## config.mk

```make
export PLATFORM = sky130hd
export DESIGN_NAME = jpeg_exif_segment_extractor_flat
export DESIGN_NICKNAME = d
export VERILOG_FILES = /design/src/jexif_pkg.sv /design/src/jexif_in_if.sv /design/src/jexif_out_if.sv /design/src/jpeg_exif_segment_extractor.sv /design/src/flat_wrapper.sv
export SDC_FILE = /design/constraint.sdc
export NUM_CORES = 1
export LEC_CHECK = 0
export BUFFER_PORTS_ARGS = -buffer_cell sky130_fd_sc_hd__buf_2
export CAP_MARGIN = 20
export CORE_UTILIZATION = 53
export DETAILED_ROUTE_END_ITERATION = 16
export GPL_ROUTABILITY_DRIVEN = 1
export PLACE_DENSITY = 0.76
export SLEW_MARGIN = 40
export SYNTH_ARGS = -nofsm -noshare
export SYNTH_HDL_FRONTEND = slang
export SYNTH_SLANG_ARGS = --single-unit
```

## constraint.sdc

```tcl
create_clock -name clk_i -period 9.6 [get_ports clk_i]
set_input_delay 0.48 -clock clk_i [delete_from_list [all_inputs] [get_ports clk_i]]
set_output_delay 0.48 -clock clk_i [all_outputs]
set_load 0.02 [all_outputs]
```

## src/jexif_pkg.sv

```systemverilog
// Shared types and constants for the JPEG Exif segment extractor.
// Holds the parse phase enum, status codes, marker values and identifier tags.
// No dependencies.
`default_nettype none

package jexif_pkg;

  typedef enum logic [2:0] {
    PH_SOI_HI  = 3'd0,
    PH_SOI_LO  = 3'd1,
    PH_HEADER  = 3'd2,
    PH_SKIP    = 3'd3,
    PH_PAYLOAD = 3'd4,
    PH_IDLE    = 3'd5
  } phase_e;

  typedef enum logic [1:0] {
    ST_OK        = 2'd0,
    ST_TRUNCATED = 2'd1,
    ST_NOT_JPEG  = 2'd2,
    ST_NO_EXIF   = 2'd3
  } status_e;

  localparam logic [15:0] MARK_SOI  = 16'hffd8;
  localparam logic [15:0] MARK_APP0 = 16'hffe0;
  localparam logic [15:0] MARK_APP1 = 16'hffe1;

  // Header layout: 2 marker bytes, 2 length bytes, 6 identifier bytes.
  localparam logic [3:0]  HDR_LEN_POS   = 4'd2;
  localparam logic [3:0]  HDR_ID_POS    = 4'd4;
  localparam logic [3:0]  HDR_LAST_POS  = 4'd9;
  localparam logic [15:0] HDR_BODY_LEN  = 16'd8;

  // "Exif\0\0" indexed by identifier byte position.
  function automatic logic [7:0] exif_tag_byte(input logic [2:0] idx);
    logic [7:0] val;
    case (idx)
      3'd0:    val = 8'h45;
      3'd1:    val = 8'h78;
      3'd2:    val = 8'h69;
      3'd3:    val = 8'h66;
      default: val = 8'h00;
    endcase
    return val;
  endfunction

  // "JFIF\0" indexed by identifier byte position.
  function automatic logic [7:0] jfif_tag_byte(input logic [2:0] idx);
    logic [7:0] val;
    case (idx)
      3'd0:    val = 8'h4a;
      3'd1:    val = 8'h46;
      3'd2:    val = 8'h49;
      3'd3:    val = 8'h46;
      default: val = 8'h00;
    endcase
    return val;
  endfunction

endpackage

`default_nettype wire

```

## src/jexif_in_if.sv

```systemverilog
// Input channel of the JPEG Exif segment extractor: one file byte per word.
// Valid/ready handshake; no dependencies.
`default_nettype none

interface jexif_in_if;
  logic       valid;
  logic       ready;
  logic [7:0] data_byte;
  logic       first_byte;
  logic       end_of_file;

  modport source (output valid, output data_byte, output first_byte, output end_of_file,
                  input ready);
  modport sink   (input valid, input data_byte, input first_byte, input end_of_file,
                  output ready);
endinterface

`default_nettype wire

```

## src/jexif_out_if.sv

```systemverilog
// Result channel of the JPEG Exif segment extractor: payload byte and status word.
// Valid/ready handshake; no dependencies.
`default_nettype none

interface jexif_out_if;
  logic       valid;
  logic       ready;
  logic [7:0] payload_byte;
  logic       is_payload;
  logic       done_res;
  logic [1:0] status;

  modport source (output valid, output payload_byte, output is_payload, output done_res,
                  output status, input ready);
  modport sink   (input valid, input payload_byte, input is_payload, input done_res,
                  input status, output ready);
endinterface

`default_nettype wire

```

## src/jpeg_exif_segment_extractor.sv

```systemverilog
// JPEG Exif segment extractor: checks FFD8, walks an optional JFIF APP0 and
// passes out the payload of the Exif APP1 segment, one file byte per word.
// Path: an accepted byte waits in the input register; its result is registered in the result register.
// Throughput: one byte per cycle; the input register drains into the parser
// whenever the result register is empty or being taken.
// Reset: the parser waits for the first start-marker byte; both registers empty.
`default_nettype none

module jpeg_exif_segment_extractor (
  input  wire        clk_i,
  input  wire        rst_ni,
  jexif_in_if.sink   in_i,
  jexif_out_if.source out_o
);

  // ---------------------------------------------------------------------------
  // Input register
  // ---------------------------------------------------------------------------
  logic       in_valid_q;
  logic [7:0] in_byte_q;
  logic       in_first_q;
  logic       in_eof_q;

  logic       out_valid_q;
  logic       out_free;
  logic       fire;

  // The parser consumes the held word when the result slot can take a result.
  assign out_free  = !out_valid_q || out_o.ready;
  assign fire      = in_valid_q && out_free;
  assign in_i.ready = !in_valid_q || fire;

  always_ff @(posedge clk_i or negedge rst_ni) begin
    if (!rst_ni) begin
      in_valid_q <= 1'b0;
    end else if (in_i.ready) begin
      in_valid_q <= in_i.valid;
    end
  end

  always_ff @(posedge clk_i) begin
    if (in_i.ready && in_i.valid) begin
      in_byte_q  <= in_i.data_byte;
      in_first_q <= in_i.first_byte;
      in_eof_q   <= in_i.end_of_file;
    end
  end

  // ---------------------------------------------------------------------------
  // Parser state
  // ---------------------------------------------------------------------------
  jexif_pkg::phase_e phase_q, phase_d;
  logic [3:0]  hdr_pos_q, hdr_pos_d;
  logic [15:0] seg_marker_q, seg_marker_d;
  logic [15:0] seg_length_q, seg_length_d;
  logic [15:0] bytes_rem_q, bytes_rem_d;
  logic        id_match_q, id_match_d;
  logic        jfif_seen_q, jfif_seen_d;

  // Effective state: first_byte restarts the parse on this very word.
  jexif_pkg::phase_e ph;
  logic [3:0]  pos;
  logic [15:0] mark;
  logic [15:0] len;
  logic [15:0] rem;
  logic        idm;
  logic        jseen;

  always_comb begin
    if (in_first_q) begin
      ph    = jexif_pkg::PH_SOI_HI;
      pos   = '0;
      mark  = '0;
      len   = '0;
      rem   = '0;
      idm   = 1'b1;
      jseen = 1'b0;
    end else begin
      ph    = phase_q;
      pos   = hdr_pos_q;
      mark  = seg_marker_q;
      len   = seg_length_q;
      rem   = bytes_rem_q;
      idm   = id_match_q;
      jseen = jfif_seen_q;
    end
  end

  // ---------------------------------------------------------------------------
  // Header datapath: identifier compare and end-of-header decisions
  // ---------------------------------------------------------------------------
  logic [2:0]  id_idx;
  logic        id_match_next;
  logic        hdr_last;
  logic        len_short;
  logic        is_jfif;
  logic        is_exif;
  logic [15:0] body_rem;
  logic [15:0] rem_dec;

  assign id_idx   = 3'(pos - jexif_pkg::HDR_ID_POS);
  assign hdr_last = (pos == jexif_pkg::HDR_LAST_POS);
  assign body_rem = len - jexif_pkg::HDR_BODY_LEN;
  assign rem_dec  = rem - 16'd1;

  always_comb begin
    id_match_next = (pos == 4'd0) ? 1'b1 : idm;
    if (pos >= jexif_pkg::HDR_ID_POS) begin
      if (mark == jexif_pkg::MARK_APP0) begin
        // Last identifier byte is not part of the JFIF tag.
        if (!hdr_last && (in_byte_q != jexif_pkg::jfif_tag_byte(id_idx))) begin
          id_match_next = 1'b0;
        end
      end else if (mark == jexif_pkg::MARK_APP1) begin
        if (in_byte_q != jexif_pkg::exif_tag_byte(id_idx)) begin
          id_match_next = 1'b0;
        end
      end else begin
        id_match_next = 1'b0;
      end
    end
  end

  // Length is complete well before the last header byte.
  assign len_short = (len < jexif_pkg::HDR_BODY_LEN);
  assign is_jfif   = !jseen && (mark == jexif_pkg::MARK_APP0) && id_match_next;
  assign is_exif   = (mark == jexif_pkg::MARK_APP1) && id_match_next;

  // ---------------------------------------------------------------------------
  // Result decode
  // ---------------------------------------------------------------------------
  logic                res_emit;
  logic                res_done;
  logic                res_live;
  jexif_pkg::status_e  res_status;
  logic [7:0]          res_byte;
  logic                res_is_payload;

  always_comb begin
    res_emit       = 1'b0;
    res_done       = 1'b0;
    res_live       = 1'b1;
    res_status     = jexif_pkg::ST_OK;
    res_byte       = '0;
    res_is_payload = 1'b0;
    unique case (ph)
      jexif_pkg::PH_SOI_HI: begin
        if (in_byte_q != jexif_pkg::MARK_SOI[15:8]) begin
          res_done   = 1'b1;
          res_status = jexif_pkg::ST_NOT_JPEG;
        end
      end
      jexif_pkg::PH_SOI_LO: begin
        if (in_byte_q != jexif_pkg::MARK_SOI[7:0]) begin
          res_done   = 1'b1;
          res_status = jexif_pkg::ST_NOT_JPEG;
        end
      end
      jexif_pkg::PH_HEADER: begin
        if (hdr_last) begin
          if (len_short) begin
            res_done   = 1'b1;
            res_status = jexif_pkg::ST_NO_EXIF;
          end else if (is_jfif) begin
            res_done = 1'b0;
          end else if (is_exif) begin
            // Empty Exif body ends the file right here.
            res_done = (body_rem == 16'd0);
          end else begin
            res_done   = 1'b1;
            res_status = jexif_pkg::ST_NO_EXIF;
          end
        end
      end
      jexif_pkg::PH_SKIP: begin
        res_done = 1'b0;
      end
      jexif_pkg::PH_PAYLOAD: begin
        res_emit       = 1'b1;
        res_byte       = in_byte_q;
        res_is_payload = 1'b1;
        res_done       = (rem_dec == 16'd0);
      end
      default: begin
        // Idle after done: drop the word.
        res_live = 1'b0;
      end
    endcase

    if (res_live) begin
      if (res_done) begin
        res_emit = 1'b1;
      end else if (in_eof_q) begin
        res_emit   = 1'b1;
        res_done   = 1'b1;
        res_status = jexif_pkg::ST_TRUNCATED;
      end
    end
  end

  // ---------------------------------------------------------------------------
  // Next state
  // ---------------------------------------------------------------------------
  always_comb begin
    phase_d      = ph;
    hdr_pos_d    = pos;
    seg_marker_d = mark;
    seg_length_d = len;
    bytes_rem_d  = rem;
    id_match_d   = idm;
    jfif_seen_d  = jseen;
    unique case (ph)
      jexif_pkg::PH_SOI_HI: begin
        phase_d = jexif_pkg::PH_SOI_LO;
      end
      jexif_pkg::PH_SOI_LO: begin
        phase_d   = jexif_pkg::PH_HEADER;
        hdr_pos_d = '0;
      end
      jexif_pkg::PH_HEADER: begin
        id_match_d = id_match_next;
        if (pos < jexif_pkg::HDR_LEN_POS) begin
          seg_marker_d = {mark[7:0], in_byte_q};
        end else if (pos < jexif_pkg::HDR_ID_POS) begin
          seg_length_d = {len[7:0], in_byte_q};
        end
        if (!hdr_last) begin
          hdr_pos_d = pos + 4'd1;
        end else begin
          hdr_pos_d = '0;
          if (!len_short && is_jfif) begin
            jfif_seen_d = 1'b1;
            bytes_rem_d = body_rem;
            phase_d     = (body_rem != 16'd0) ? jexif_pkg::PH_SKIP : jexif_pkg::PH_HEADER;
          end else if (!len_short && is_exif) begin
            bytes_rem_d = body_rem;
            phase_d     = jexif_pkg::PH_PAYLOAD;
          end
        end
      end
      jexif_pkg::PH_SKIP: begin
        bytes_rem_d = rem_dec;
        if (rem_dec == 16'd0) begin
          phase_d   = jexif_pkg::PH_HEADER;
          hdr_pos_d = '0;
        end
      end
      jexif_pkg::PH_PAYLOAD: begin
        bytes_rem_d = rem_dec;
      end
      default: begin
        phase_d = jexif_pkg::PH_IDLE;
      end
    endcase
    // Any final result parks the parser until the next file.
    if (res_done) begin
      phase_d = jexif_pkg::PH_IDLE;
    end
  end

  always_ff @(posedge clk_i or negedge rst_ni) begin
    if (!rst_ni) begin
      phase_q      <= jexif_pkg::PH_SOI_HI;
      hdr_pos_q    <= '0;
      seg_marker_q <= '0;
      seg_length_q <= '0;
      bytes_rem_q  <= '0;
      id_match_q   <= 1'b1;
      jfif_seen_q  <= 1'b0;
    end else if (fire) begin
      phase_q      <= phase_d;
      hdr_pos_q    <= hdr_pos_d;
      seg_marker_q <= seg_marker_d;
      seg_length_q <= seg_length_d;
      bytes_rem_q  <= bytes_rem_d;
      id_match_q   <= id_match_d;
      jfif_seen_q  <= jfif_seen_d;
    end
  end

  // ---------------------------------------------------------------------------
  // Result register
  // ---------------------------------------------------------------------------
  logic [7:0] out_byte_q;
  logic       out_is_payload_q;
  logic       out_done_q;
  logic [1:0] out_status_q;

  always_ff @(posedge clk_i or negedge rst_ni) begin
    if (!rst_ni) begin
      out_valid_q <= 1'b0;
    end else if (out_free) begin
      out_valid_q <= fire && res_emit;
    end
  end

  always_ff @(posedge clk_i) begin
    if (fire && res_emit) begin
      out_byte_q       <= res_byte;
      out_is_payload_q <= res_is_payload;
      out_done_q       <= res_done;
      out_status_q     <= res_status;
    end
  end

  assign out_o.valid        = out_valid_q;
  assign out_o.payload_byte = out_byte_q;
  assign out_o.is_payload   = out_is_payload_q;
  assign out_o.done_res     = out_done_q;
  assign out_o.status       = out_status_q;

  // ---------------------------------------------------------------------------
  // Assertions
  // ---------------------------------------------------------------------------
  // A result without a payload byte is always the final one.
  assert property (@(posedge clk_i) disable iff (!rst_ni)
    out_valid_q && !out_is_payload_q |-> out_done_q)
    else $error("non-payload result not marked done");

  // A nonzero status only travels on the final result.
  assert property (@(posedge clk_i) disable iff (!rst_ni)
    out_valid_q && (out_status_q != 2'(jexif_pkg::ST_OK)) |-> out_done_q)
    else $error("status set on a result that is not done");

  // Header byte index never runs past the last header byte.
  assert property (@(posedge clk_i) disable iff (!rst_ni)
    hdr_pos_q <= jexif_pkg::HDR_LAST_POS)
    else $error("header position out of range");

  // A final result parks the parser.
  assert property (@(posedge clk_i) disable iff (!rst_ni)
    fire && res_emit && res_done |=> phase_q == jexif_pkg::PH_IDLE)
    else $error("parser not idle after final result");

  // A consumed word leaves the result slot loaded exactly when it emits.
  assert property (@(posedge clk_i) disable iff (!rst_ni)
    fire |=> out_valid_q == $past(res_emit))
    else $error("result register out of step with parser");

endmodule

`default_nettype wire

```

## src/flat_wrapper.sv

```systemverilog
// flat-port wrapper written by rule: the top's interface ports become plain ports
module jpeg_exif_segment_extractor_flat 
  (clk_i, rst_ni, in_i_valid, in_i_data_byte, in_i_first_byte, in_i_end_of_file, in_i_ready, out_o_valid, out_o_payload_byte, out_o_is_payload, out_o_done_res, out_o_status, out_o_ready);
  jexif_in_if in_i_i ();
  jexif_out_if out_o_i ();
  input  wire clk_i;
  input  wire rst_ni;
  input wire logic [$bits(in_i_i.valid)-1:0] in_i_valid;
  input wire logic [$bits(in_i_i.data_byte)-1:0] in_i_data_byte;
  input wire logic [$bits(in_i_i.first_byte)-1:0] in_i_first_byte;
  input wire logic [$bits(in_i_i.end_of_file)-1:0] in_i_end_of_file;
  output wire logic [$bits(in_i_i.ready)-1:0] in_i_ready;
  output wire logic [$bits(out_o_i.valid)-1:0] out_o_valid;
  output wire logic [$bits(out_o_i.payload_byte)-1:0] out_o_payload_byte;
  output wire logic [$bits(out_o_i.is_payload)-1:0] out_o_is_payload;
  output wire logic [$bits(out_o_i.done_res)-1:0] out_o_done_res;
  output wire logic [$bits(out_o_i.status)-1:0] out_o_status;
  input wire logic [$bits(out_o_i.ready)-1:0] out_o_ready;
  assign in_i_i.valid = in_i_valid;
  assign in_i_i.data_byte = in_i_data_byte;
  assign in_i_i.first_byte = in_i_first_byte;
  assign in_i_i.end_of_file = in_i_end_of_file;
  assign in_i_ready = in_i_i.ready;
  assign out_o_valid = out_o_i.valid;
  assign out_o_payload_byte = out_o_i.payload_byte;
  assign out_o_is_payload = out_o_i.is_payload;
  assign out_o_done_res = out_o_i.done_res;
  assign out_o_status = out_o_i.status;
  assign out_o_i.ready = out_o_ready;
  jpeg_exif_segment_extractor u_core (.clk_i(clk_i), .rst_ni(rst_ni), .in_i(in_i_i), .out_o(out_o_i));
endmodule
```

After elaboration in Yosys (flattened, before gate mapping). Cells that the tools add are included.

Flip-flop bits (word level): 81. Latch bits: 0. RAM bits: 0. Bits in read-only memories: 0. Input port bits: 14. Output and inout port bits: 14. Logic and storage cells: 131. Memories kept: 0.

$add $sub $neg: 4. Multiply operators: 0. Divide/modulo/power cells: 0. Order comparisons: 4. Eq/ne operators: 14. Shift-type cells: 0. Multiplexer cells: 68. Bitwise operators: 0. Reduce and logical (&&, ||, !) cells: 25.

Operator list (number): two-way mux 16 bit (11); two-way mux 8 bit (5); equality test 16 bit, second input constant (2); logical NOT 16 bit (2); case mux 16 bit (2 select lines) (1); case mux 7 bit (4 select lines) (1); two-way mux 1 bit (27); case mux 7 bit (3 select lines) (1); two-way mux 2 bit (9); two-way mux 3 bit (6); < comparator 16 x 4 -> 1 bit, second input constant (1); inequality test 8 bit (2); inequality test 8 bit, second input constant (2); nonzero test 16 bit (1); subtractor 16 x 1 -> 16 bit, second input constant (1); subtractor 16 x 4 -> 16 bit, second input constant (1); case mux 3 bit (5 select lines) (1); equality test 3 x 2 -> 1 bit, second input constant (4); two-way mux 4 bit (3); case mux 4 bit (3 select lines) (1); logical AND 1 bit (9); equality test 3 x 1 -> 1 bit, second input constant (2); logical NOT 3 bit (2); case mux 2 bit (3 select lines) (1); 13 further kinds (19).

Logic depth before layout (Yosys ltp). Gate-level depths: netlist of run 1.

Word-level depth: 21. Gate-level depth with buffers: 16. Mapped depth without buffers: 11.

Worst setup path after synthesis of run 1. OpenSTA, ideal clock, no wires.

Path type: register to register. Start point: register u_core.in_first_q. End point: register u_core.out_done_q, in the netlist u_core.out_o.done_res, enable pin. Library setup time: 0.386 ns. Data arrival time: 3.798 ns. Required time: 9.214 ns. Setup slack: 5.416 ns. Cell stages (with the launch flop): 16. Buffers on the path: 5. Clock period less this slack: 4.184 ns. Path through: edfxtp_1 > clkbuf_1 > inv_1 > clkbuf_1 > buf_1 > clkbuf_1 > nand2_1 > ha_1 > buf_2 > inv_1 > or3_1 > nand4_1 > or4_1 > o311ai_1 > a221oi_2 > a21oi_1.

Longest elaborated chain between the ends: 21. Elaborated cells on any way between the ends: 61. Classes of those cells: add/sub (3); order compare (2); eq/ne (12); mux (30); reduce/logical (14).

RTL lines: start, declared (line jpeg_exif_segment_extractor.sv:21) `logic in_first_q;`; start signal, assigned (line jpeg_exif_segment_extractor.sv:44) `in_first_q <= in_i.first_byte;`; two-way mux 4 bit (line jpeg_exif_segment_extractor.sv:70) `if (in_first_q) begin`; subtractor 3 bit (line jpeg_exif_segment_extractor.sv:101) `assign id_idx = 3'(pos - jexif_pkg::HDR_ID_POS);`; equality test 3 x 2 -> 1 bit (tied with other cells) (line jexif_pkg.sv:37, jexif_pkg.sv:50); case mux 7 bit (4 select lines) or OR reduction 2 bit (tied branches); two-way mux 8 bit or case mux 7 bit (3 select lines) (tied branches) (line jpeg_exif_segment_extractor.sv:114, jexif_pkg.sv:50); two-way mux 8 bit (line jpeg_exif_segment_extractor.sv:109) `if (mark == jexif_pkg::MARK_APP0) begin`; two-way mux 8 bit (line jpeg_exif_segment_extractor.sv:108) `if (pos >= jexif_pkg::HDR_ID_POS) begin`; inequality test 8 bit, on equally long branches (line jpeg_exif_segment_extractor.sv:115, jpeg_exif_segment_extractor.sv:111); [... 5 more ...]; two-way mux 1 bit (line jpeg_exif_segment_extractor.sv:166) `end else if (is_exif) begin`; two-way mux 1 bit (line jpeg_exif_segment_extractor.sv:164) `end else if (is_jfif) begin`; two-way mux 1 bit (line jpeg_exif_segment_extractor.sv:161) `if (len_short) begin`; two-way mux 1 bit (line jpeg_exif_segment_extractor.sv:160) `if (hdr_last) begin`; case mux 1 bit (4 select lines) (line jpeg_exif_segment_extractor.sv:146) `unique case (ph)`; two-way mux 1 bit (line jpeg_exif_segment_extractor.sv:191) `if (res_done) begin`; two-way mux 1 bit (*) (line jpeg_exif_segment_extractor.sv:190) `if (res_live) begin`; logical AND 1 bit (*) (line jpeg_exif_segment_extractor.sv:298) `if (fire && res_emit) begin`; end signal, assigned (line jpeg_exif_segment_extractor.sv:301) `out_done_q <= res_done;`; end, declared (line jpeg_exif_segment_extractor.sv:286) `logic out_done_q;`.

Every way passes the cells marked *; elsewhere a longest branch is shown, timed or not. The select of a mux whose other input is x is not followed. A chain may end at the register's enable or synchronous reset.

Worst setup path in the final report of run 1.
Start point: register u_core.in_first_q. End point: register u_core.out_status_q[0], in the netlist u_core.out_o.status[0], enable pin.

Longest elaborated chain between the ends: 21. Elaborated cells on any way between the ends: 61. Classes of those cells: add/sub (3); order compare (2); eq/ne (12); mux (30); reduce/logical (14).

RTL lines: two-way mux 4 bit (line jpeg_exif_segment_extractor.sv:70); subtractor 3 bit (line jpeg_exif_segment_extractor.sv:101); equality test 3 x 2 -> 1 bit (tied with other cells) (line jexif_pkg.sv:37, jexif_pkg.sv:50); case mux 7 bit (4 select lines) or OR reduction 2 bit (tied branches); two-way mux 8 bit or case mux 7 bit (3 select lines) (tied branches) (line jpeg_exif_segment_extractor.sv:114, jexif_pkg.sv:50); two-way mux 8 bit (line jpeg_exif_segment_extractor.sv:109); two-way mux 8 bit (line jpeg_exif_segment_extractor.sv:108); inequality test 8 bit, on equally long branches (line jpeg_exif_segment_extractor.sv:115, jpeg_exif_segment_extractor.sv:111); [... 5 more ...]; two-way mux 1 bit (line jpeg_exif_segment_extractor.sv:166); two-way mux 1 bit (line jpeg_exif_segment_extractor.sv:164); two-way mux 1 bit (line jpeg_exif_segment_extractor.sv:161); two-way mux 1 bit (line jpeg_exif_segment_extractor.sv:160); case mux 1 bit (4 select lines) (line jpeg_exif_segment_extractor.sv:146); two-way mux 1 bit (line jpeg_exif_segment_extractor.sv:191); two-way mux 1 bit (*) (line jpeg_exif_segment_extractor.sv:190); logical AND 1 bit (*) (line jpeg_exif_segment_extractor.sv:298); end signal, assigned (line jpeg_exif_segment_extractor.sv:302) `out_status_q <= res_status;`; end, declared (line jpeg_exif_segment_extractor.sv:287) `logic [1:0] out_status_q;`.

Marks and branches as above.

==> metrics.md, run 1 <==
| Metric | Value |
|---|---|
| Outcome | complete, no violations |
| Int Pwr | 597 µW |
| Row Count | 34 |
| Sequential share of the synthesized area | 0.430 |
| EDFF count, synth | 22 |
| Crit end category | register |
| Crit-path cells | buf_4, nand2b_1, ha_1, or3b_2, o41ai_1, o211ai_1, nand2b_1, o311ai_1, a221oi_2, a21oi_2 |
| Share of layout cells above drive strength 1 | 0.110 |
| Clock Power Share | 0.268 |
| Detail Placement HPWL | 9560 µm |
| PwrDens | 179 mW/mm² |
| Yosys Warn Count | 0 |
| Max-cap check violation count | 0 |
| CTS Hold Bufs | 0 |
| Avg Inst Size Synth | 8.96 µm² |
| Worst VDD drop | 0.0941 mV |
| Antenna Cells | 0 |
| Post-DRT Antenna Nets | 0 |
| Hold Path Class | input port to async pin |
| Layout Area Growth over Synthesis | 7.44% |
| Combinational power share | 0.282 |
| First-pass GRT wire length | 22,600 µm |
| RSZ-0062 raised after global routing | false |
| Final Non-Filler Cells | 674 |
| Post-layout nets | 579 |
| Syn nets | 573 |
| Final worst path period share | 0.416 |
| Vias | 4,594 |
| Crit Path Class | register to register |
| Post-cts sizing count | 0 |
| CTS root buffer | clkbuf_8 |
| Setup crit start | u_core.in_first_q |
| Pin count of the biggest net entering global routing | 61 |
| Slew Viols, Final | 0 |
| Initial Util | 0.560 |
| Vias in the first global route | 4,311 |
| Critical path's slowest cell | a21oi_2 |
| Cell area after synthesis | 0.00497 mm² |
| Global route overflow | 0 |
| Post CTS Setup Buffer Count | 0 |
| Cell variety after synth | 72 |
| Htree depth | 3 |
| Fin area | 0.00535 mm² |
| Clock slew at reported path FFs | 90 ps |
| Fillers | 766 |
| Primary FF master, synth | dfrtp_1 |
| Data arrival, critical path | 3990 ps |
| Router iterations before antenna repair | 5 |
| Vias per std cell | 6.82 |
| Tot GR Track Use | 0.297 |
| Static Leak | 0.00217 µW |
| Switching part of the total | 0.375 |
| # IOs | 28 |
| Startpoint Class | register |
| Crit path max-delay family | compound AO/OA/AOI/OAI gates |
| CP bufs+invs | 1 |
| CTS tree | built |
| Launch point of the worst reg-to-reg path | u_core.in_first_q |
| Yosys reg bits | 81 |
| Leading post-synthesis cells by cell area | dfrtp_1 (29%), edfxtp_1 (13%), a22o_1 (4.9%), nor2_1 (4.2%), o21ai_0 (4.1%) |
| Clock latency on the worst-skew pair | 360 ps |
| Post-Route Skew | 13.6 ps |
| Setup_tns | 0 ps |
| Synth area leader | dfrtp_1 |
| Crit path required time | 9600 ps |
| Hold Fails Final Rpt | 0 |
| CTS sink cnt | 81 |
| CTS Buffer Depth | 2 |
| Sw Pwr | 359 µW |
| Die H | 98.9 µm |
| DRT Wirelength | 13,900 µm |
| Die ar. | 0.00978 mm² |
| Syn Inst Count | 555 |
| Num CTS Buffers | 9 |
| Core footprint | 0.00889 mm² |
| Remaining DRCs | 0 |
| Number of placed instances with taps included | 658 |
| Top-area cell type share of the netlist area | 0.292 |
| Asr flop ratio synth | 0.728 |
| Worst path most repeated cell | nand2b_1 |
| Placer Congestion | 0.901 |
| # setup viols final | 0 |
| Initial antenna violation count | 0 |
| Dpl cell area | 0.00515 mm² |
| Port Buf Inserts | 27 |
| First DRT Iteration DRCs | 545 |
| Worst-Margin Slew | 811 ps |
| Relative slew slack | 0.456 |
| Fmax | 0.250 GHz |
| Crit-path max cell delay | 590 ps |
| CP Max Fanout | 60 |
| Tmin final | 4000 ps |
| WL/cell | 20.6 µm |
| Share of power burned in registers | 0.449 |
| Die width | 98.9 µm |
| Total power | 956 µW |
==> metal layers <==
layer / share of wire / global-route usage / up-vias
met3: 0.087 / 0.0482 / 38
li1: - / - / 2109
met2: 0.45 / 0.458 / 239
met5: 0 / 0 / -
met4: 0.031 / 0.115 / 0
met1: 0.43 / 0.421 / 2208
==> cell families after synthesis <==
group / Yosys count / synth area share
adder cells (fa/ha/maj): 4 / 0.0101
AO/OA/AOI/OAI: 186 / 0.258
XOR/XNOR: 9 / 0.0158
multiplexers: 10 / 0.0206
AND/OR/NAND/NOR: 214 / 0.225
buffers and inverters: 51 / 0.0402
flip-flops: 81 / 0.430
==> placed cells by master (no fill, tap or decap), types with 14 or more instances in the layout <==
cell type and count:
nor2_1 55, inv_1 14, nand2_1 50, buf_2 27, dfrtp_1 58, nor3_1 18
a21oi_1 34, a22o_1 28, edfxtp_1 22, o21ai_0 41
==> state kept, by name, indices dropped and copies added (netlist names), 2 cells and up <==
register                   flops
u_core.bytes_rem_q            16
u_core.hdr_pos_q               4
u_core.in_byte_q               8
u_core.out_o.payload_byte      8
u_core.out_o.status            2
u_core.phase_q                 3
u_core.seg_length_q           16
u_core.seg_marker_q           16
==> cell usage after synthesis (3+ instances only) <==
cell type and instances:
mux2i_1 8, or4_1 5, and3_1 6, buf_2 6
nand2_1 50, nand3b_1 4, and2_1 6, o211ai_1 7
nand2b_1 12, nand4b_1 4, buf_1 3, inv_1 14
a21o_1 3, xnor2_1 5, clkbuf_1 26, a31oi_1 7
a22o_1 28, a21oi_1 35, ha_1 4, o21ai_1 8
xor2_1 4, nand4_1 7, and3b_1 3, a32o_1 3
o41ai_1 4, o21ai_0 41, a211oi_1 4, nor3_1 18
nor4b_1 4, a22oi_1 12, nor2_1 56, edfxtp_1 22
nor2b_1 9, o21bai_1 3, dfrtp_1 58, nand3_1 9
o221ai_1 5, or3_1 7
==> layout make-up <==
cell class,count,area [µm²],area share
Multi-Input combinational cell,423,2650,0.496
Inverter,15,56.3,0.0105
Clock buffer,10,128,0.0239
Tap cell,108,135,0.0253
Timing Repair Buffer,31,169,0.0316
Clock inverter,6,66.3,0.0124
Sequential cell,81,2140,0.400
==> power groups by stage <==
stage,logic [µW],registers [µW],clock network [µW]
2_1_floorplan,191,427,0
3_3_place_gp,259,434,0
4_1_cts,266,428,259
3_5_place_dp,266,434,0
6_report,270,430,257
5_1_grt,298,434,272
==> path summary, 6_finish.rpt <==
check / end / slack, ps / cells after the start
setup / recovery: u_core.out_o.status[0] / 5600 / 10
hold / removal: u_core.out_o.valid / 170 / 2
setup reg to reg: u_core.out_o.status[0] / 5600 / 10
hold reg to reg: u_core.seg_marker_q[8] / 500 / 1
max in group asynchronous: u_core.id_match_q / 9000 / 2
min in group clk_i: u_core.in_eof_q / 290 / 1
==> stage by stage <==
step / util / setup WS, ps / hold WS (ps)
5_1_grt: 0.601 / 5280 / 217
3_5_place_dp: 0.579 / 5640 / 481
3_3_place_gp: 0.577 / 5520 / 486
2_1_floorplan: - / 5420 / 184
6_report: 0.601 / 5600 / 170
4_1_cts: 0.601 / 5630 / 284
Power figures use the tool's default switching activity.
==> run 2, diff against run 1 <==
Clock period 9.6 ns to 4.2 ns, I/O delays scaled along.
==> run 2 against run 1 <==
Clock skew is 4.1 ps lower. Sequential cell count unchanged. Non-clock buffer count increased by 5. First-iteration DRC count down 20%. Largest cell class unchanged. Cell count up 0.74%. Total power is 130% higher. Maximum frequency increased by 16%. Clock power grew 140%. Design area is 0.87% higher. Critical path type unchanged.
==> metrics.md, run 2 (synthesis results as in run 1) <==
| Metric | Value |
|---|---|
| Data arrival, critical path | 3660 ps |
| Switching part of the total | 0.359 |
| Post CTS Setup Buffer Count | 0 |
| Post-cts sizing count | 0 |
| PwrDens | 411 mW/mm² |
| Post-layout nets | 584 |
| Most frequent cells in the layout | dfrtp_1 (58), nor2_1 (55), nand2_1 (50) |
| Max-cap check violation count | 0 |
| Antenna Cells | 0 |
| Pin count of the biggest net entering global routing | 55 |
| Combinational power share | 0.279 |
| R2r setup slk | 760 ps |
| Tmin final | 3440 ps |
| Worst-Margin Slew | 806 ps |
| Fmax | 0.291 GHz |
| Post-route setup slack | 764 ps |
| CP Max Fanout | 30 |
| Largest registers | u_core.bytes_rem_q: 16 flops, u_core.seg_length_q: 16 flops, u_core.seg_marker_q: 16 flops |
| RSZ-0062 raised after global routing | false |
| Worst VDD drop | 0.247 mV |
| Tot GR Track Use | 0.297 |
| Clock slew at reported path FFs | 80 ps |
| Router iterations before antenna repair | 6 |
| Die H | 98.9 µm |
| Die ar. | 0.00978 mm² |
| Clock Power Share | 0.280 |
| Num CTS Buffers | 9 |
| Slew Viols, Final | 0 |
| DRT Wirelength | 13,700 µm |
| First DRT Iteration DRCs | 437 |
| Htree depth | 3 |
| Hold Fails Final Rpt | 0 |
| Clock latency on the worst-skew pair | 360 ps |
| Crit end category | register |
| Initial Util | 0.560 |
| Initial antenna violation count | 0 |
| Layout Area Growth over Synthesis | 8.38% |
| Vias | 4,658 |
| Pre-CTS WS | 836 ps |
| Core footprint | 0.00889 mm² |
| Share of power burned in registers | 0.441 |
| Hold Path Class | input port to register |
| # setup viols final | 0 |
| Post-DRT Antenna Nets | 0 |
| CTS tree | built |
| Fillers | 762 |
| Crit Path Class | register to register |
| Crit path required time | 4420 ps |
| WL/cell | 20.2 µm |
| Final worst path period share | 0.818 |
| First-pass GRT wire length | 22,600 µm |
| Vias in the first global route | 4,406 |
| Int Pwr | 1420 µW |
| CTS Buffer Depth | 2 |
| Global route overflow | 0 |
| Setup_tns | 0 ps |
| Commonest non-fill, non-tap cell in the layout | dfrtp_1 |
| Vias per std cell | 6.86 |
| Startpoint Class | register |
| Detail Placement HPWL | 9660 µm |
| Placer Congestion | 0.952 |
| Share of layout cells above drive strength 1 | 0.109 |
| Static Leak | 0.00220 µW |
| Row Count | 34 |
| CTS root buffer | clkbuf_8 |
| Die width | 98.9 µm |
| Remaining DRCs | 0 |
| Post-Route Skew | 9.49 ps |
| CTS sink cnt | 81 |
| CTS Hold Bufs | 1 |
| # IOs | 28 |
| Sw Pwr | 795 µW |
| Relative slew slack | 0.459 |
| Port Buf Inserts | 27 |
| Outcome | complete, no violations |
[run 2: changes by cell type in the layout (fill, tap and decap cells not counted)]
cell	change
buf_6	-1
o2111a_2	-1
bufinv_16	+1
a21oi_1	+1
a21oi_2	-1
inv_6	-1
clkinv_2	-1
clkinv_4	-1
dlygate4sd3_1	+1
clkinv_1	+2
o2111a_1	+1
buf_4	+5
[run 2: layout make-up]
| type | instances | area, µm² | share of cell area |
|---|---|---|---|
| Inverter | 15 | 56.3 | 0.0104 |
| Tap cell | 108 | 135 | 0.0251 |
| Clock buffer | 10 | 128 | 0.0237 |
| Clock inverter | 6 | 81.3 | 0.0151 |
| Timing Repair Buffer | 36 | 205 | 0.0381 |
| Multi-Input combinational cell | 423 | 2650 | 0.491 |
| Sequential cell | 81 | 2140 | 0.397 |
[run 2: critical path, cell delays in order, from the launching register on]
cell and delay (ps):
edfxtp_1 430, buf_4 260, or4_1 600, nor4_4 260, nand3b_1 110, o41ai_1 380
o2111a_1 640, buf_4 270, mux2i_1 200, o221ai_1 130
[run 2: metal layers]
metal  up-vias  routed length, µm  GRT usage
met1      2243               5970      0.426
met2       256               6100      0.441
li1       2119                  -          -
met5         -                  0          0
met3        40               1280     0.0603
met4         0                371      0.119
[run 2: worst paths after layout]
| kind | from | to | cells after the start |
|---|---|---|---|
| max in group asynchronous | rst_ni | u_core.seg_marker_q[6] | 3 |
| hold / removal | in_i_data_byte[1] | u_core.in_byte_q[1] | 1 |
| setup / recovery | u_core.in_first_q | u_core.bytes_rem_q[5] | 9 |
| min in group asynchronous | rst_ni | u_core.phase_q[2] | 2 |
| hold reg to reg | u_core.seg_marker_q[11] | u_core.seg_marker_q[11] | 1 |
| setup reg to reg | u_core.in_first_q | u_core.bytes_rem_q[5] | 9 |
[run 2: per-stage QoR]
stage	utilization	cells	hold slack, ps	power, µW	cell area, µm²
6_report	0.606	679	19.5	2220	5390
5_1_grt	0.606	679	4.03	2320	5390
4_1_cts	0.606	679	10.4	2210	5390
3_5_place_dp	0.581	662	46.4	1590	5170
3_3_place_gp	0.580	662	46.2	1580	5160
2_1_floorplan	-	555	-85.6	1410	4970
[run 2: power by group through the flow]
stage | Clock, µW | Sequential [µW] | Combinational [µW]
6_report | 622 | 978 | 618
2_1_floorplan | 0 | 975 | 437
5_1_grt | 659 | 988 | 674
3_5_place_dp | 0 | 990 | 599
3_3_place_gp | 0 | 988 | 588
4_1_cts | 629 | 975 | 603
==> run 3, diff against run 2 <==
Settings changed: ABC_AREA from default to 1, PLACE_DENSITY 0.76 to 0.78.
Clock period 4.2 ns to 2.85 ns, I/O delays scaled along.
==> run 3 against run 2 <==
The run now ends with setup timing left. Critical path depth grew 8. Clock power grew 38%. Sequential power grew 73%. Cell count grew 46%. Count of clock-buffer cells in the layout shrank 1. Register-to-register slack lost 840 ps. Hold slack lost 10 ps. Largest cell class unchanged. Largest power group is now combinational logic. Highest routed layer unchanged.
==> metrics.md, run 3 <==
| Metric | Value |
|---|---|
| Syn nets | 784 |
| Synth area leader | dfrtp_1 |
| CP Max Fanout | 5 |
| Pin count of the biggest net entering global routing | 40 |
| Data arrival, critical path | 3010 ps |
| Launch point of the worst reg-to-reg path | u_core.in_first_q |
| Vias in the first global route | 5,316 |
| Compound-gate portion of the synthesized area | 0.149 |
| Num CTS Buffers | 9 |
| Post-synth top cells | nand2_1 (197), nor2_1 (96), inv_1 (81) |
| # setup viols final | 12 |
| Yosys Warn Count | 0 |
| Detail Placement HPWL | 10,700 µm |
| PwrDens | 706 mW/mm² |
| Setup crit start | u_core.in_first_q |
| CTS sink cnt | 81 |
| Startpoint Class | register |
| Cell variety after synth | 47 |
| Final Non-Filler Cells | 989 |
| Crit path required time | 2930 ps |
| Slew Viols, Final | 0 |
| Final worst path period share | 1.03 |
| Number of placed instances with taps included | 939 |
| First DRT Iteration DRCs | 501 |
| EDFF count, synth | 22 |
| # IOs | 28 |
| Avg Inst Size Synth | 7.26 µm² |
| WL/cell | 16.7 µm |
| Initial Util | 0.543 |
| Outcome | complete, but fails checks |
| Htree depth | 3 |
| Commonest non-fill, non-tap cell in the layout | nand2_1 |
| Worst-Margin Slew | 572 ps |
| Share of layout cells above drive strength 1 | 0.266 |
| Clock slew at reported path FFs | 90 ps |
| Syn Inst Count | 766 |
| Global route overflow | 0 |
| Die width | 104 µm |
| Layout Area Growth over Synthesis | 24.8% |
| Remaining DRCs | 0 |
| Worst VDD drop | 0.373 mV |
| Fillers | 795 |
| Post-layout nets | 866 |
| Leading post-synthesis cells by cell area | dfrtp_1 (26%), nand2_1 (13%), edfxtp_1 (12%), nor2_1 (6.5%), inv_1 (5.5%) |
| Vias | 5,733 |
| Count leader, synth | nand2_1 |
| Vias per std cell | 5.80 |
| Cell area after synthesis | 0.00556 mm² |
| DRT Wirelength | 16,500 µm |
| Main combinational cell family by area after synthesis | simple AND/OR/NAND/NOR gates |
| Primary FF master, synth | dfrtp_1 |
| XOR/XNOR Fraction of Synth Area | 0.0205 |
| Yosys reg bits | 81 |
| Static Leak | 0.00327 µW |
| Row Count | 37 |
| Antenna Cells | 0 |
| Crit Path Class | register to register |
| Max-cap check violation count | 0 |
| RSZ-0062 raised after global routing | true |
| Tot GR Track Use | 0.287 |
| Core footprint | 0.0102 mm² |
| Post-DRT Antenna Nets | 0 |
| Crit end category | register |
| Largest registers | u_core.bytes_rem_q: 16 flops, u_core.seg_length_q: 16 flops, u_core.seg_marker_q: 16 flops |
| CTS root buffer | clkbuf_8 |
| Sequential share of the synthesized area | 0.385 |
| Hold Fails Final Rpt | 0 |
| Die H | 104 µm |
| Relative slew slack | 0.615 |
| CTS Buffer Depth | 2 |
| Post-synthesis mux area share | 0 |
| Asr flop ratio synth | 0.728 |
| Simple-gate portion of the synthesized area | 0.345 |
| Placer Congestion | 0.948 |
| Clock latency on the worst-skew pair | 370 ps |
| Tmin final | 2930 ps |
| Router iterations before antenna repair | 6 |
| Post-Route Skew | 15.2 ps |
| First-pass GRT wire length | 24,800 µm |
| Hold Path Class | input port to register |
| Post-synthesis adder-cell area fraction | 0.00900 |
| Failing checks | setup timing |
| Post-route setup slack | -77.1 ps |
| Port Buf Inserts | 27 |
| Die ar. | 0.0109 mm² |
| CTS tree | built |
| Top-area cell type share of the netlist area | 0.261 |
| Fmax | 0.342 GHz |
| Worst Min Path Start | in_i_valid |
| Most frequent cells in the layout | nand2_1 (180), nor2_1 (86), inv_1 (77) |
| Initial antenna violation count | 0 |
| Hold slack | 9.34 ps |
[run 3: changes by cell type in the layout (fill, tap and decap cells not counted), moves of 22 or more]
cell,before,now
nand2_1,50,180
inv_1,14,77
buf_4,8,48
nand3_1,9,42
nor2_1,55,86
a22o_1,28,0
nand3_2,0,23
nand2_2,0,22
[run 3: layout make-up]
type / instances / area [µm²] / area share
Multi-Input combinational cell: 569 / 3280 / 0.472
Sequential cell: 81 / 2140 / 0.308
Tap cell: 136 / 170 / 0.0245
Clock buffer: 9 / 124 / 0.0178
Timing Repair Buffer: 96 / 796 / 0.115
Inverter: 90 / 349 / 0.0503
Clock inverter: 7 / 68.8 / 0.00991
Timing Repair inverter: 1 / 16.3 / 0.00234
[run 3: worst paths after layout]
kind / slack, ps / endpoint / depth (start not counted)
min reg2reg: 500 / u_core.jfif_seen_q / 2
max: -80 / u_core.out_o.status[0] / 17
max in group asynchronous: 1900 / u_core.seg_marker_q[7] / 3
min in group asynchronous: 310 / u_core.seg_length_q[8] / 2
min: 9 / u_core.in_valid_q / 3
max reg2reg: -80 / u_core.out_o.status[0] / 17
[run 3: kinds of logic (layout without fill, tap and decap cells)]
kind of cell             after synthesis  after routing
AO/OA/AOI/OAI                        136            136
XOR/XNOR                              13             13
adder cells (fa/ha/maj)                4              4
buffers and inverters                116            203
flip-flops                            81             81
AND/OR/NAND/NOR                      416            416
[run 3: metrics by stage]
| step | cell area [µm²] | utilization | total power [µW] | setup TNS, ps | worst slack [ps] |
|---|---|---|---|---|---|
| after floorplan | 5560 | - | 3000 | 0 | 105 |
| after global placement | 5980 | 0.584 | 3490 | 0 | 36.9 |
| after detailed placement | 5980 | 0.585 | 3550 | -911 | -77.0 |
| after CTS | 6320 | 0.618 | 4440 | 0 | 28.6 |
| after global routing | 6940 | 0.678 | 5190 | -2280 | -184 |
| final | 6940 | 0.678 | 4900 | -592 | -77.1 |
[run 3: worst max-delay path, cell delays in order, from the launching register on]
cell        delay, ps
edfxtp_1          460
clkinv_4          120
buf_6             140
nand2_4            70
ha_4              140
nand2_1           110
nor2_4            190
buf_4             150
xor2_2            190
nand3_1           120
nor2_1            140
nand3_2           130
nand3_2            90
nand3_2           100
nand3_2           100
nand2_2            70
clkinvlp_4        150
clkbuf_16         170
[run 3: metal layers]
| layer | global-route usage | vias up | share of wire |
|---|---|---|---|
| met3 | 0.0382 | 64 | 0.078 |
| met1 | 0.378 | 2678 | 0.40 |
| met5 | 0 | - | 0 |
| li1 | - | 2677 | - |
| met4 | 0.154 | 0 | 0.041 |
| met2 | 0.459 | 314 | 0.48 |
[run 3: power by group]
| group | leakage [µW] | internal (µW) | switching [µW] |
|---|---|---|---|
| Sequential | 0.000961 | 1480 | 213 |
| Combinational | 0.00220 | 893 | 1460 |
| Clock | 0.0000991 | 406 | 454 |
[run 3: repair_timing]
action | CTS | global route
buffers inserted | 2 | 17
hold buffers | 11 | 0
endpoints found under the setup margin | 12 | 36
cloned | 0 | 4
pin swaps | 0 | 37
endpoints found under the hold margin | 46 | 0
gates resized for setup | 2 | 97
